**src/design/vtba_pkg.sv**
```systemverilog
// Package for vector_to_binary_angle: item types, pipeline record and the
// sin/cos step table (Q2.62) built at elaboration. No dependencies.
package vtba_pkg;

  localparam int COORD_W      = 16;
  localparam int MAG_W        = COORD_W;   // magnitude of -2^(W-1) still fits unsigned
  localparam int HEAD_W       = 8;
  localparam int K_W          = 6;         // in-quadrant step index, 0..63
  localparam int SEARCH_STEPS = K_W;
  localparam int HALF_W       = 32;        // coefficient split for the multipliers
  localparam int PROD_W       = MAG_W + HALF_W;
  localparam int CMP_W        = MAG_W + 2 * HALF_W;

  localparam logic [HEAD_W-1:0] HEAD_N = 8'd0;
  localparam logic [HEAD_W-1:0] HEAD_E = 8'd64;
  localparam logic [HEAD_W-1:0] HEAD_S = 8'd128;
  localparam logic [HEAD_W-1:0] HEAD_W_DIR = 8'd192;

  localparam logic [K_W-1:0] K_DIAG = 6'd32;

  localparam logic [63:0] QUARTER_PI_Q64 = 64'hC90F_DAA2_2168_C234;
  localparam logic [63:0] ONE_Q62        = 64'h4000_0000_0000_0000;

  typedef struct packed {
    logic signed [COORD_W-1:0] dx;
    logic signed [COORD_W-1:0] dy;
  } in_item_t;

  typedef struct packed {
    logic [HEAD_W-1:0] heading;
    logic              valid_res;
  } out_item_t;

  // one item in flight through the search cells
  typedef struct packed {
    logic [MAG_W-1:0]  a;        // magnitude across the quadrant start axis
    logic [MAG_W-1:0]  b;        // magnitude along it
    logic [HEAD_W-1:0] heading;  // base in the top bits, search bits below
    logic              direct;   // axis or zero vector, heading already final
    logic              nz;
  } pipe_t;

  typedef struct packed {
    logic [63:0] c;
    logic [63:0] s;
  } sc_pair_t;

  typedef sc_pair_t [63:0] sc_tab_t;

  function automatic logic [63:0] mul_q62(input logic [63:0] a, input logic [63:0] b);
    logic [127:0] p;
    p = {64'd0, a} * {64'd0, b};
    return p[125:62];
  endfunction

  function automatic logic [63:0] div_sin_term(input logic [63:0] t, input int n);
    logic [63:0] q;
    case (n)
      1:       q = t / 64'd6;
      2:       q = t / 64'd20;
      3:       q = t / 64'd42;
      4:       q = t / 64'd72;
      5:       q = t / 64'd110;
      6:       q = t / 64'd156;
      7:       q = t / 64'd210;
      8:       q = t / 64'd272;
      9:       q = t / 64'd342;
      10:      q = t / 64'd420;
      11:      q = t / 64'd506;
      12:      q = t / 64'd600;
      default: q = '0;
    endcase
    return q;
  endfunction

  function automatic logic [63:0] div_cos_term(input logic [63:0] t, input int n);
    logic [63:0] q;
    case (n)
      1:       q = t / 64'd2;
      2:       q = t / 64'd12;
      3:       q = t / 64'd30;
      4:       q = t / 64'd56;
      5:       q = t / 64'd90;
      6:       q = t / 64'd132;
      7:       q = t / 64'd182;
      8:       q = t / 64'd240;
      9:       q = t / 64'd306;
      10:      q = t / 64'd380;
      11:      q = t / 64'd462;
      12:      q = t / 64'd552;
      default: q = '0;
    endcase
    return q;
  endfunction

  // sin and cos of j*pi/128 by truncated Taylor series
  function automatic sc_pair_t step_sincos(input logic [K_W-1:0] j);
    logic [127:0] p;
    logic [63:0]  x;
    logic [63:0]  x2;
    logic [63:0]  t;
    logic [63:0]  sum;
    sc_pair_t     r;
    p  = {64'd0, 58'd0, j} * {64'd0, QUARTER_PI_Q64};
    x  = p[70:7];
    x2 = mul_q62(x, x);
    sum = x;
    t   = x;
    for (int n = 1; n <= 12; n++) begin
      t   = div_sin_term(mul_q62(t, x2), n);
      sum = (n % 2 == 1) ? sum - t : sum + t;
    end
    r.s = sum;
    sum = ONE_Q62;
    t   = ONE_Q62;
    for (int n = 1; n <= 12; n++) begin
      t   = div_cos_term(mul_q62(t, x2), n);
      sum = (n % 2 == 1) ? sum - t : sum + t;
    end
    r.c = sum;
    return r;
  endfunction

  function automatic sc_tab_t build_sc_tab();
    sc_tab_t  tab;
    sc_pair_t tmp;
    for (int k = 0; k < 64; k++) begin
      if (k >= 1 && k <= 31) begin
        tab[k] = step_sincos(K_W'(k));
      end else if (k >= 33) begin
        tmp      = step_sincos(K_W'(64 - k));
        tab[k].c = tmp.s;
        tab[k].s = tmp.c;
      end else begin
        tab[k] = '0;
      end
    end
    return tab;
  endfunction

  localparam sc_tab_t SC_TAB = build_sc_tab();

endpackage

```
**src/design/vtba_front.sv**
```systemverilog
// Input stage of vector_to_binary_angle: sign split, axis cases and
// quadrant fold into one registered pipe_t. Uses vtba_pkg.
module vtba_front (
  input  logic              clk,
  input  logic              rst_n,
  input  logic              in_valid,
  output logic              in_ready,
  input  vtba_pkg::in_item_t in_data,
  output logic              out_valid,
  input  logic              out_ready,
  output vtba_pkg::pipe_t   out_data
);
  import vtba_pkg::*;

  logic             valid_r;
  pipe_t            data_r;
  pipe_t            data_nxt;
  logic [MAG_W-1:0] ux;
  logic [MAG_W-1:0] uy;
  logic [MAG_W-1:0] ax;
  logic [MAG_W-1:0] ay;
  logic             nx;
  logic             ny;

  assign ux = in_data.dx;
  assign uy = in_data.dy;
  assign nx = ux[MAG_W-1];
  assign ny = uy[MAG_W-1];
  assign ax = nx ? (~ux + 1'b1) : ux;
  assign ay = ny ? (~uy + 1'b1) : uy;

  always_comb begin
    data_nxt        = '0;
    data_nxt.nz     = 1'b1;
    if (ax == '0 && ay == '0) begin
      data_nxt.direct  = 1'b1;
      data_nxt.nz      = 1'b0;
      data_nxt.heading = HEAD_N;
    end else if (ax == '0) begin
      data_nxt.direct  = 1'b1;
      data_nxt.heading = ny ? HEAD_S : HEAD_N;
    end else if (ay == '0) begin
      data_nxt.direct  = 1'b1;
      data_nxt.heading = nx ? HEAD_W_DIR : HEAD_E;
    end else if (!nx && !ny) begin
      data_nxt.a       = ax;
      data_nxt.b       = ay;
      data_nxt.heading = HEAD_N;
    end else if (!nx && ny) begin
      data_nxt.a       = ay;
      data_nxt.b       = ax;
      data_nxt.heading = HEAD_E;
    end else if (nx && ny) begin
      data_nxt.a       = ax;
      data_nxt.b       = ay;
      data_nxt.heading = HEAD_S;
    end else begin
      data_nxt.a       = ay;
      data_nxt.b       = ax;
      data_nxt.heading = HEAD_W_DIR;
    end
  end

  assign in_ready = !valid_r || out_ready;

  always_ff @(posedge clk) begin
    if (!rst_n) begin
      valid_r <= 1'b0;
    end else if (in_ready) begin
      valid_r <= in_valid;
    end
  end

  always_ff @(posedge clk) begin
    if (in_ready && in_valid) begin
      data_r <= data_nxt;
    end
  end

  assign out_valid = valid_r;
  assign out_data  = data_r;

endmodule

```
**config.mk**
```make
export PLATFORM = sky130hd
export DESIGN_NAME = vtba_front
export DESIGN_NICKNAME = d
export VERILOG_FILES = /design/src/design/vtba_pkg.sv /design/src/design/vtba_front.sv
export SDC_FILE = /design/constraint.sdc
export NUM_CORES = 1
export LEC_CHECK = 0
export BUFFER_PORTS_ARGS = -buffer_cell sky130_fd_sc_hd__buf_2
export CAP_MARGIN = 20
export CORE_UTILIZATION = 49
export CTS_BUF_LIST = sky130_fd_sc_hd__clkbuf_4
export CTS_CLUSTER_SIZE = 16
export DETAILED_ROUTE_END_ITERATION = 16
export PLACE_DENSITY = 0.79
export SLEW_MARGIN = 20
export SYNTH_ARGS = -nofsm -noshare
export SYNTH_HDL_FRONTEND = slang
export SYNTH_SLANG_ARGS = --single-unit
```
**constraint.sdc**
```tcl
create_clock -name clk -period 3.8 [get_ports clk]
set_input_delay 1.14 -clock clk [delete_from_list [all_inputs] [get_ports clk]]
set_output_delay 1.14 -clock clk [all_outputs]
set_load 0.01 [all_outputs]
```
### Word level (Yosys, flattened, before mapping)

Cells that the tools add are included.

| operators by class | value |
|---|---|
| $add $sub $neg | 2 |
| multiplexer cells | 11 |
| bitwise logic cells | 2 |
| reductions and logical operators | 13 |

Operators by type and width:

| cell | number |
|---|---|
| 2-to-1 mux 40 bit | 3 |
| adder 16 x 1 -> 16 bit (second input constant) | 2 |
| logical NOT 16 bit | 2 |
| 2-to-1 mux 16 bit | 2 |
| inverter 16 bit | 2 |
| 2-to-1 mux 8 bit | 3 |
| 2-to-1 mux 9 bit | 1 |
| logical AND 1 bit | 5 |
| logical NOT 1 bit | 3 |
| OR reduction 3 bit | 1 |
| 2-to-1 mux 1 bit | 2 |
| OR reduction 2 bit | 1 |
| logical OR 1 bit | 1 |

| storage, ports and cells | value |
|---|---|
| flip-flop bits (word level) | 43 |
| input bits | 36 |
| output and inout bits | 44 |
| logic and storage cells | 34 |

### Longest topological paths before layout

Gate-level depths: netlist of run 1.

| logic depth | value |
|---|---|
| word-level depth | 8 |
| mapped depth | 12 |
| mapped depth without buffers | 9 |

### Worst setup path before layout of run 1

Ideal clock, no wire load.

| timing path | value |
|---|---|
| path type | input to register |
| start | in in_data[0] (netlist bit) |
| end | reg data_r, in the netlist out_data[23], data pin |
| setup time | 0.278 ns |
| data arrival time | 3.802 ns |
| required time | 3.522 ns |
| path slack | -0.280 ns |
| stages on the path | 12 |
| path buffers | 3 |
| cells stage by stage | clkbuf_1 -> inv_1 -> ha_1 -> or4b_2 -> o41ai_1 -> xor2_1 -> o211ai_1 -> nor4_1 -> or2_1 -> buf_6 -> buf_6 -> a211oi_1 |

| between the ends | value |
|---|---|
| cells in the longest elaborated chain, start to end | 6 |
| elaborated cells on any way between the ends | 9 |
| classes of those cells | add/sub: 1; mux: 4; bitwise: 1; reduce/logical: 3 |

Ends and longest elaborated chain:

| item | RTL line | source |
|---|---|---|
| start, declared | vtba_front.sv:8 | `input vtba_pkg::in_item_t in_data,` |
| inverter 16 bit | vtba_front.sv:30 | `assign ay = ny ? (~uy + 1'b1) : uy;` |
| adder 16 x 1 -> 16 bit | vtba_front.sv:30 |  |
| 2-to-1 mux 16 bit * | vtba_front.sv:30 |  |
| logical NOT 16 bit or 2-to-1 mux 40 bit (tied branches) | vtba_front.sv:35, vtba_front.sv:42, vtba_front.sv:53 |  |
| logical AND 1 bit or 2-to-1 mux 40 bit (tied branches) | vtba_front.sv:35, vtba_front.sv:49 |  |
| OR reduction 3 bit (no line) or 2-to-1 mux 40 bit (tied branches) | n/a |  |
| end signal, assigned | vtba_front.sv:76 | `data_r <= data_nxt;` |
| end, declared | vtba_front.sv:16 | `pipe_t data_r;` |

Every way passes the cells marked *; elsewhere a longest branch is shown, timed or not.
A chain may end at the register's enable or synchronous reset.

### Worst setup path after layout of run 1

| timing path | value |
|---|---|
| start | in in_data[16] (netlist bit) |
| end | reg data_r, in the netlist out_data[12], data pin |

| between the ends | value |
|---|---|
| cells in the longest elaborated chain, start to end | 6 |
| elaborated cells on any way between the ends | 9 |
| classes of those cells | add/sub: 1; mux: 4; bitwise: 1; reduce/logical: 3 |

Ends and longest elaborated chain:

| item | RTL line | source |
|---|---|---|
| inverter 16 bit | vtba_front.sv:29 | `assign ax = nx ? (~ux + 1'b1) : ux;` |
| adder 16 x 1 -> 16 bit | vtba_front.sv:29 |  |
| 2-to-1 mux 16 bit * | vtba_front.sv:29 |  |
| logical NOT 16 bit or 2-to-1 mux 40 bit (tied branches) | vtba_front.sv:35, vtba_front.sv:39, vtba_front.sv:53 |  |
| logical AND 1 bit or 2-to-1 mux 40 bit (tied branches) | vtba_front.sv:35, vtba_front.sv:49 |  |
| OR reduction 3 bit (no line) or 2-to-1 mux 40 bit (tied branches) | n/a |  |

Marks and branches as above.

==> results of run 1 <==
==> stage by stage <==
stage / utilization, % / hold WS (ns) / power (mW) / area (sq um) / cells
after CTS: 64.32 / 0.5351 / 1.079 / 3563 / 477
final: 64.32 / 0.5324 / 1.082 / 3563 / 477
after detailed placement: 62.90 / 0.5172 / 0.8205 / 3485 / 469
after floorplan: - / 0.6096 / 0.6964 / 2904 / 316
after global routing: 64.32 / 0.5874 / 1.131 / 3563 / 477
after global placement: 62.90 / 0.4992 / 0.8107 / 3485 / 469
==> synth_stat cells (2+ instances only) <==
| master | count | share of area, % |
|---|---|---|
| mux2i_1 | 2 | 0.70 |
| a211oi_1 | 27 | 7.1 |
| buf_4 | 6 | 1.6 |
| buf_6 | 4 | 1.6 |
| o41ai_1 | 5 | 1.5 |
| a211oi_2 | 2 | 0.88 |
| nand4_1 | 4 | 0.88 |
| or4_1 | 6 | 1.6 |
| edfxtp_1 | 36 | 38 |
| o31a_1 | 4 | 1.2 |
| ha_1 | 5 | 2.2 |
| or2_2 | 4 | 0.88 |
| nor3_1 | 10 | 1.8 |
| o211ai_1 | 3 | 0.79 |
| nor2b_1 | 4 | 0.88 |
| nand4b_1 | 4 | 1.2 |
| clkbuf_1 | 18 | 2.4 |
| o31ai_1 | 7 | 1.8 |
| nand2b_1 | 4 | 0.88 |
| or3_1 | 6 | 1.3 |
| a31oi_1 | 2 | 0.44 |
| a21oi_1 | 11 | 1.9 |
| nor4_1 | 4 | 0.88 |
| nand3_1 | 5 | 0.88 |
| xnor2_1 | 12 | 3.7 |
| o21ai_0 | 7 | 1.2 |
| nor2_1 | 44 | 5.8 |
| inv_1 | 9 | 1.2 |
| nand2_1 | 15 | 2.0 |
| nor4b_1 | 2 | 0.61 |
| xor2_1 | 13 | 4.0 |
==> cell type report <==
type,instances,area share [%]
Timing Repair Buffer,111,18.61
Inverter,10,1.053
Clock buffer,6,1.264
Multi-Input combinational cell,239,44.70
Sequential cell,37,30.90
Clock inverter,2,0.9480
Tap cell,72,2.528
==> where the power goes <==
part | internal [mW] | switching, mW
registers | 0.495 | 0.00944
logic | 0.130 | 0.179
clock network | 0.144 | 0.125
total | 0.769 | 0.313
==> path summary, 6_finish.rpt <==
kind,from,end,depth (start not counted)
worst max-delay path,in_data[16],out_data[12]$_SDFFCE_PP0P_,11
worst min-delay path,out_valid$_SDFFE_PN0N_,out_valid$_SDFFE_PN0N_,2
worst max register to register,out_valid$_SDFFE_PN0N_,out_data[18]$_SDFFCE_PP0P_,3
worst min register to register,out_valid$_SDFFE_PN0N_,out_valid$_SDFFE_PN0N_,2
==> layer usage <==
layer	vias up	track usage, %
li1	1338	-
met4	0	6.111
met1	1274	31.78
met5	-	0
met3	12	3.140
met2	123	40.70
==> critical path: stages <==
cell	delay (ns)
buf_2	0.13
inv_1	0.06
ha_1	0.15
or3b_2	0.51
o41ai_2	0.42
xnor2_1	0.11
nor4b_1	0.47
and4_4	0.31
or2_1	0.14
buf_12	0.19
a211oi_1	0.06
==> flip-flops by register name, summed over array words and instances, names as in the netlist <==
signal and cells:
out_data 36, out_valid 1
==> placed cells by master (no fill, tap or decap), types with 5 or more instances in the layout <==
master / count
a211oi_1: 27
a21oi_1: 10
buf_2: 73
buf_4: 37
clkbuf_4: 6
conb_1: 6
edfxtp_1: 36
inv_1: 9
nand2_1: 15
nand3_1: 5
nor2_1: 44
nor3_1: 10
o21ai_0: 7
o31ai_1: 7
or3_1: 6
or4_1: 6
xnor2_1: 12
xor2_1: 13
==> logic make-up (layout without fill, tap and decap cells) <==
family,Yosys count,count (layout),synth area share (%)
muxes,4,4,1.625
and+or+nand+nor,123,123,23.06
AOI/OAI and AO/OA,76,76,19.46
xor gates and xnor gates,25,25,7.686
other,1,6,0.1316
adders and majority gates,5,5,2.196
DFF,37,37,38.65
buffers and inverters,40,129,7.202
==> flow_summary.ini, run 1 <==
[status]
outcome = finished clean

[timing]
finalCritPeriodShare_pct = 95.90
fmax_mhz = 274.4
finalSetupTns_ns = 0
clock_skew_ns = 0.009559
period_needed_ns = 3.644
finalMaxSlewViolations = 0
final.setup.worst_slack_ns = 0.1557
rsz0062_at_grt = false
hold_viol = 0
setup_violations = 0
worstMarginPinSlew_ns = 0.9384
maxSlewHeadroom_pct = 37.44

[synthesis]
synth_ff_type = edfxtp_1
syn_area_sq_mm = 0.002849
synth_edf_count = 36
yosysSeqAreaShare_pct = 38.65
syn_inst = 311
avgSynthCellArea_sq_um = 9.161
ys_warn_count = 0
synthArstFlopShare_pct = 0
synth.distinct_cells = 57
synth-seq-cells = 37

[cts]
clk_path_buf_depth = 2
numCtsBuffers = 5
hold_buffers = 0
clock_latency_ns = 0.35
ctsHtreeMaxLevel = 2
cts_root_buf = clkbuf_4
clkTransAtPathRegs_ns = 0.10
post_cts_buffers = 0
cts_sinks = 37
tritoncts = yes
cts_resized = 0

[die]
start_util_pct = 51.42
die-area_sq_mm = 0.006123
io_pins = 80
die_w_microns = 78.25
rows = 27
die_h_microns = 78.25
core-area_sq_mm = 0.005540

[global_route]
first_global_vias = 2359
grt_pass1_wl_microns = 11330
grt_max_degree = 37
antenna_found_initial = 0
gr-usage-all-layers_pct = 23.83
overflow = 0

[placed_design]
placement.io_buffers = 73
gp_congestion = 0.8797
dp_slack_ns = -0.1604
hpwlAfterDp_microns = 5540

[detailed_routing]
met2_length_microns = 3506
dr.pass1.iters = 6
final_antenna_net_count = 0
vias_per_cell = 5.759
remaining_drc_errors = 0
wire_per_inst_microns = 15.00
wl_met3_microns = 462
drt-met1-wl_microns = 3067
drt_wl_total_microns = 7155
highest_layer = met4
via_count = 2747
first_iter_violations = 211

[critical_path]
worst-path-max-fanout = 33
startpoint_type = input port
rrSetupSlack_ns = 2.53
crit_required_ns = 3.85
cp-end-kind = flip-flop
cp_data_arrival_time_ns = 3.70
critPathKind = in -> reg

[finish]
drive_above_1_share_pct = 33.83
nFillCells = 474
regArea_sq_mm = 0.001101
diodes = 0
finalNetCount = 445
area_delta_synth_final_pct = 25.08
multi_input_area_sq_mm = 0.001593

[power]
powerDensity_mw_per_mm2 = 303.7
p_leak_nw = 1.415
ir_worst_vdd_mv = 0.1731

[min_path]
hold_class = reg -> reg

[job]
cap_violations = 0
Power figures use the tool's default switching activity.
==> run 2, diff against run 1 <==
--- a/config.mk
+++ b/config.mk
@@ -7,11 +7,11 @@
 export LEC_CHECK = 0
 export BUFFER_PORTS_ARGS = -buffer_cell sky130_fd_sc_hd__buf_2
 export CAP_MARGIN = 20
-export CORE_UTILIZATION = 49
+export CORE_UTILIZATION = 59
 export CTS_BUF_LIST = sky130_fd_sc_hd__clkbuf_4
 export CTS_CLUSTER_SIZE = 16
 export DETAILED_ROUTE_END_ITERATION = 16
-export PLACE_DENSITY = 0.79
+export PLACE_DENSITY = 0.89
 export SLEW_MARGIN = 20
 export SYNTH_ARGS = -nofsm -noshare
 export SYNTH_HDL_FRONTEND = slang
==> constraint.sdc (replaced) <==
create_clock -name clk -period 4.2 [get_ports clk]
set_input_delay 1.26 -clock clk [delete_from_list [all_inputs] [get_ports clk]]
set_output_delay 1.26 -clock clk [all_outputs]
set_load 0.01 [all_outputs]
==> run 2 against run 1 <==
  * Non-clock buffer count is 20 lower
  * Cell area is 6.2% lower
  * First-iteration DRC count is 21% lower
  * Register-to-register slack better by 0.38 ns
  * Combinational power is 16% lower
  * Count of clock-buffer cells in the layout is 1 lower
  * Total power is 17% lower
  * Critical path depth is 2 higher
  * Core utilization is 9.9 points higher
  * Critical endpoint is now out_data[37]$_SDFFCE_PP0P_
==> flow_summary.ini, run 2 (same netlist as run 1, synthesis figures left out) <==
[status]
outcome = finished clean

[finish]
area_delta_synth_final_pct = 17.35
finalNonFillerCells = 437
final_cell_mix = buf_2, nor2_1, edfxtp_1
drive_above_1_share_pct = 29.87
final_common_cell = buf_2
regArea_sq_mm = 0.001101
final_area_sq_mm = 0.003343
diodes = 0
multi_input_area_sq_mm = 0.001572
nFillCells = 324
largest_register_ffs = 36
finalNetCount = 425

[timing]
period_needed_ns = 3.911
maxSlewHeadroom_pct = 39.53
finalCritPeriodShare_pct = 93.12
fmax_mhz = 255.7
hold_viol = 0
clock_skew_ns = 0.009111
finalMaxSlewViolations = 0
rsz0062_at_grt = false
worstMarginPinSlew_ns = 0.9071
finalSetupTns_ns = 0
setup_violations = 0

[min_path]
hold_class = reg -> reg

[global_route]
grt_pass1_wl_microns = 10420
overflow = 0
first_global_vias = 2197
antenna_found_initial = 0
gr-usage-all-layers_pct = 26.08
grt_max_degree = 37

[placed_design]
placement.io_buffers = 73
hpwlAfterDp_microns = 5048
gp_congestion = 0.8871
postPlaceCellArea_sq_mm = 0.003288
dpl.cell_count = 429

[detailed_routing]
highest_layer = met4
wire_per_inst_microns = 15.23
final_antenna_net_count = 0
met2_length_microns = 3191
first_iter_violations = 166
drt-met1-wl_microns = 2721
drt_wl_total_microns = 6657
remaining_drc_errors = 0
vias_per_cell = 6.220
via_count = 2718
dr.pass1.iters = 6
wl_met3_microns = 609

[cts]
cts_root_buf = clkbuf_4
clock_latency_ns = 0.35
numCtsBuffers = 5
cts_sinks = 37
clk_path_buf_depth = 2
ctsHtreeMaxLevel = 2
hold_buffers = 0
cts_resized = 0
clkTransAtPathRegs_ns = 0.11
tritoncts = yes
post_cts_buffers = 0

[critical_path]
cp_data_arrival_time_ns = 3.96
cp-end-kind = flip-flop
critPathKind = in -> reg
crit_required_ns = 4.25
startpoint_type = input port
worst-path-max-fanout = 33

[power]
powerDensity_mw_per_mm2 = 270.2
ir_worst_vdd_mv = 0.1245
p_leak_nw = 1.301

[job]
cap_violations = 0

[die]
die-area_sq_mm = 0.005111
die_w_microns = 71.49
die_h_microns = 71.49
start_util_pct = 63.25
rows = 24
io_pins = 80
core-area_sq_mm = 0.004504
[run 2: layout make-up]
| cell class | count | share of cell area, % |
|---|---|---|
| multi-input cells | 239 | 47.01 |
| flip-flops and latches | 37 | 32.93 |
| repair buffers | 91 | 15.34 |
| well taps | 52 | 1.946 |
| clock buffers | 5 | 1.123 |
| inverters | 10 | 1.123 |
| clock inverters | 3 | 0.5240 |
[run 2: where the power goes]
part	internal, mW	switching, mW	total, mW
Combinational	0.106	0.155	0.261
Sequential	0.448	0.00762	0.456
Clock	0.0631	0.124	0.187
[run 2: worst paths after layout]
check	from	end	slack, ns	cells past startpoint
max	in_data[16]	out_data[37]$_SDFFCE_PP0P_	0.29	13
min	out_valid$_SDFFE_PN0N_	out_valid$_SDFFE_PN0N_	0.53	2
max reg2reg	out_valid$_SDFFE_PN0N_	out_data[33]$_SDFFCE_PP0P_	2.91	3
min reg2reg	out_valid$_SDFFE_PN0N_	out_valid$_SDFFE_PN0N_	0.53	2
[run 2: worst max-delay path: stages]
cell and delay (ns):
buf_2 0.13, inv_1 0.06, ha_1 0.17, or3b_2 0.48, buf_4 0.18, a211oi_1 0.31
nand4b_1 0.16, nor4b_1 0.37, buf_4 0.19, and4_4 0.22, or2_1 0.14, buf_12 0.19
a211oi_1 0.07
[run 2: per-stage QoR]
step | setup slack [ns] | hold slack [ns] | total power, mW | utilization, %
after floorplan | 0.1327 | 0.6096 | 0.6284 | -
after CTS | 0.2859 | 0.5430 | 0.8983 | 74.22
final | 0.2889 | 0.5336 | 0.9033 | 74.22
after detailed placement | -0.07188 | 0.5274 | 0.7222 | 73.00
after global placement | 0.08175 | 0.5004 | 0.7129 | 73.00
after global routing | 0.1304 | 0.5667 | 0.9392 | 74.22
[run 2: routing by layer]
| metal | up-vias | track usage, % |
|---|---|---|
| li1 | 1299 | - |
| met1 | 1247 | 35.21 |
| met2 | 160 | 42.86 |
| met3 | 12 | 3.797 |
| met4 | 0 | 9.804 |
| met5 | - | 0 |
==> run 3, diff against run 2 <==
--- a/config.mk
+++ b/config.mk
@@ -11,6 +11,7 @@
 export CTS_BUF_LIST = sky130_fd_sc_hd__clkbuf_4
 export CTS_CLUSTER_SIZE = 16
 export DETAILED_ROUTE_END_ITERATION = 16
+export GPL_TIMING_DRIVEN = 0
 export PLACE_DENSITY = 0.89
 export SLEW_MARGIN = 20
 export SYNTH_ARGS = -nofsm -noshare
==> run 3 against run 2 <==
  * Sequential cell count stayed put
  * First-iteration DRC count is 55% higher
  * Setup slack worse by 0.094 ns
  * Total power is 6.8% higher
  * Sequential share of layout area is 0.66 points lower
  * Core utilization is 1.5 points higher
  * Non-clock buffer count is 7 higher
  * Cell area is 2.1% higher
==> flow_summary.ini, run 3 (same netlist as run 1, synthesis figures left out) <==
[detailed_routing]
via_count = 2732
wire_per_inst_microns = 15.80
drt_wl_total_microns = 7013
first_iter_violations = 257
vias_per_cell = 6.153
final_antenna_net_count = 0
dr.pass1.iters = 5
remaining_drc_errors = 0

[finish]
finalNonFillerCells = 444
largest_register_ffs = 36
final_cell_mix = buf_2, nor2_1, edfxtp_1
fin_util_pct = 75.75
final_common_cell = buf_2
final_area_sq_mm = 0.003412
nFillCells = 334
drive_above_1_share_pct = 27.81
diodes = 0
regArea_sq_mm = 0.001101
multi_input_area_sq_mm = 0.001619
area_delta_synth_final_pct = 19.76
finalNetCount = 432

[critical_path]
worst-path-max-fanout = 10
cp-end-kind = flip-flop
critPathKind = in -> reg
crit_buf_inv = 5
crit_required_ns = 4.28
cp_slowest_cell = or3b_2
r2r_start = out_valid$_SDFFE_PN0N_
critPathTopFamily = simple AND/OR/NAND/NOR gates
cp_data_arrival_time_ns = 4.09
worstPathCellList = buf_2, inv_1, ha_1, or3b_2, clkbuf_1, a211oi_1, nand4b_1, nor4b_2, and4_4, or2_1, buf_6, buf_6, a211oi_1
rrSetupSlack_ns = 2.76
reg2reg_to = out_data[37]$_SDFFCE_PP0P_
rr_worst_depth = 2
max_stage_delay_ns = 0.44
startpoint_type = input port

[power]
powerDensity_mw_per_mm2 = 282.8
power_mw = 0.9649
p_leak_nw = 1.306
ir_worst_vdd_mv = 0.1511

[timing]
finalMaxSlewViolations = 0
hold_viol = 0
setup_violations = 0
period_needed_ns = 4.005
clock_skew_ns = 0.007507
finalSetupTns_ns = 0
fmax_mhz = 249.7
finalCritPeriodShare_pct = 95.36
holdWs_ns = 0.5255
worstMarginPinSlew_ns = 0.7705
final.setup.worst_slack_ns = 0.1949
maxSlewHeadroom_pct = 48.63

[placed_design]
dpl.cell_count = 435
dp_slack_ns = -0.4257
hpwlAfterDp_microns = 5258
postPlaceCellArea_sq_mm = 0.003276
gp_congestion = 0.9542
placement.io_buffers = 67

[min_path]
whs_endpoint = out_valid$_SDFFE_PN0N_
hold-path-cell-count = 2
hold_class = reg -> reg
min_from = out_valid$_SDFFE_PN0N_

[cts]
ctsHtreeMaxLevel = 2
clock_latency_ns = 0.36
clk_path_buf_depth = 2
cts_root_buf = clkbuf_4
hold_buffers = 0
numCtsBuffers = 5
clkTransAtPathRegs_ns = 0.11
tritoncts = yes
cts_sinks = 37

[die]
io_pins = 80
rows = 24
core-area_sq_mm = 0.004504
start_util_pct = 63.25
die_h_microns = 71.49
die_w_microns = 71.49
die-area_sq_mm = 0.005111

[global_route]
antenna_found_initial = 0
overflow = 0
grt_max_degree = 37
first_global_vias = 2319
gr-usage-all-layers_pct = 28.62
grt_pass1_wl_microns = 11260

[job]
cap_violations = 0

[status]
outcome = finished clean
## run 3: cell types whose count changed in the layout (fill, tap and decap cells not counted), sizes merged
cell    before  now
clkinv       3    2
clkbuf       5   24
buf         91   79
bufinv       0    1
## run 3: worst max-delay path by stage
stage	start	endpoint	slack, ns	cells after the start
3_5_place_dp	in_data[16]	out_data[23]$_SDFFCE_PP0P_	-0.43	13
3_3_place_gp	in_data[16]	out_data[31]$_SDFFCE_PP0P_	-0.35	13
6_report	in_data[16]	out_data[17]$_SDFFCE_PP0P_	0.19	13
4_1_cts	in_data[16]	out_data[23]$_SDFFCE_PP0P_	0.07	13
5_1_grt	in_data[7]	out_data[36]$_SDFFCE_PP0P_	-0.002	11
2_1_floorplan	in_data[0]	out_data[23]$_SDFFCE_PP0P_	0.13	12
## run 3: worst min-delay path, cell delays in order, from the launching register on
cell,delay [ns]
dfxtp_1,0.32
nand2b_1,0.08
a21boi_0,0.08
## run 3: cell type report
class	count	share of cell area, %
plain buffers	30	4.914
clock buffers	5	1.100
clock inverters	3	1.210
inverters	10	1.100
multi-input cells	239	47.45
flip-flops and latches	37	32.27
well taps	52	1.907
repair buffers	68	10.05
## run 3: layer usage
metal | track usage [%] | vias up | part of all wire (%)
li1 | - | 1319 | -
met3 | 3.657 | 11 | 8.7
met5 | 0 | - | 0
met2 | 46.24 | 143 | 48
met1 | 39.62 | 1259 | 42
met4 | 10.89 | 0 | 1.6
## run 3: power breakdown
group / internal, mW / leakage [nW] / switching (mW)
logic: 0.104 / 0.915 / 0.163
registers: 0.448 / 0.352 / 0.00566
clock network: 0.123 / 0.0389 / 0.122
## run 3: what timing repair did
item	CTS	global route
pin swaps	0	1
setup buffers	0	1
gates resized for setup	1	6
gates cloned	0	0
endpoints found under the setup margin	29	33
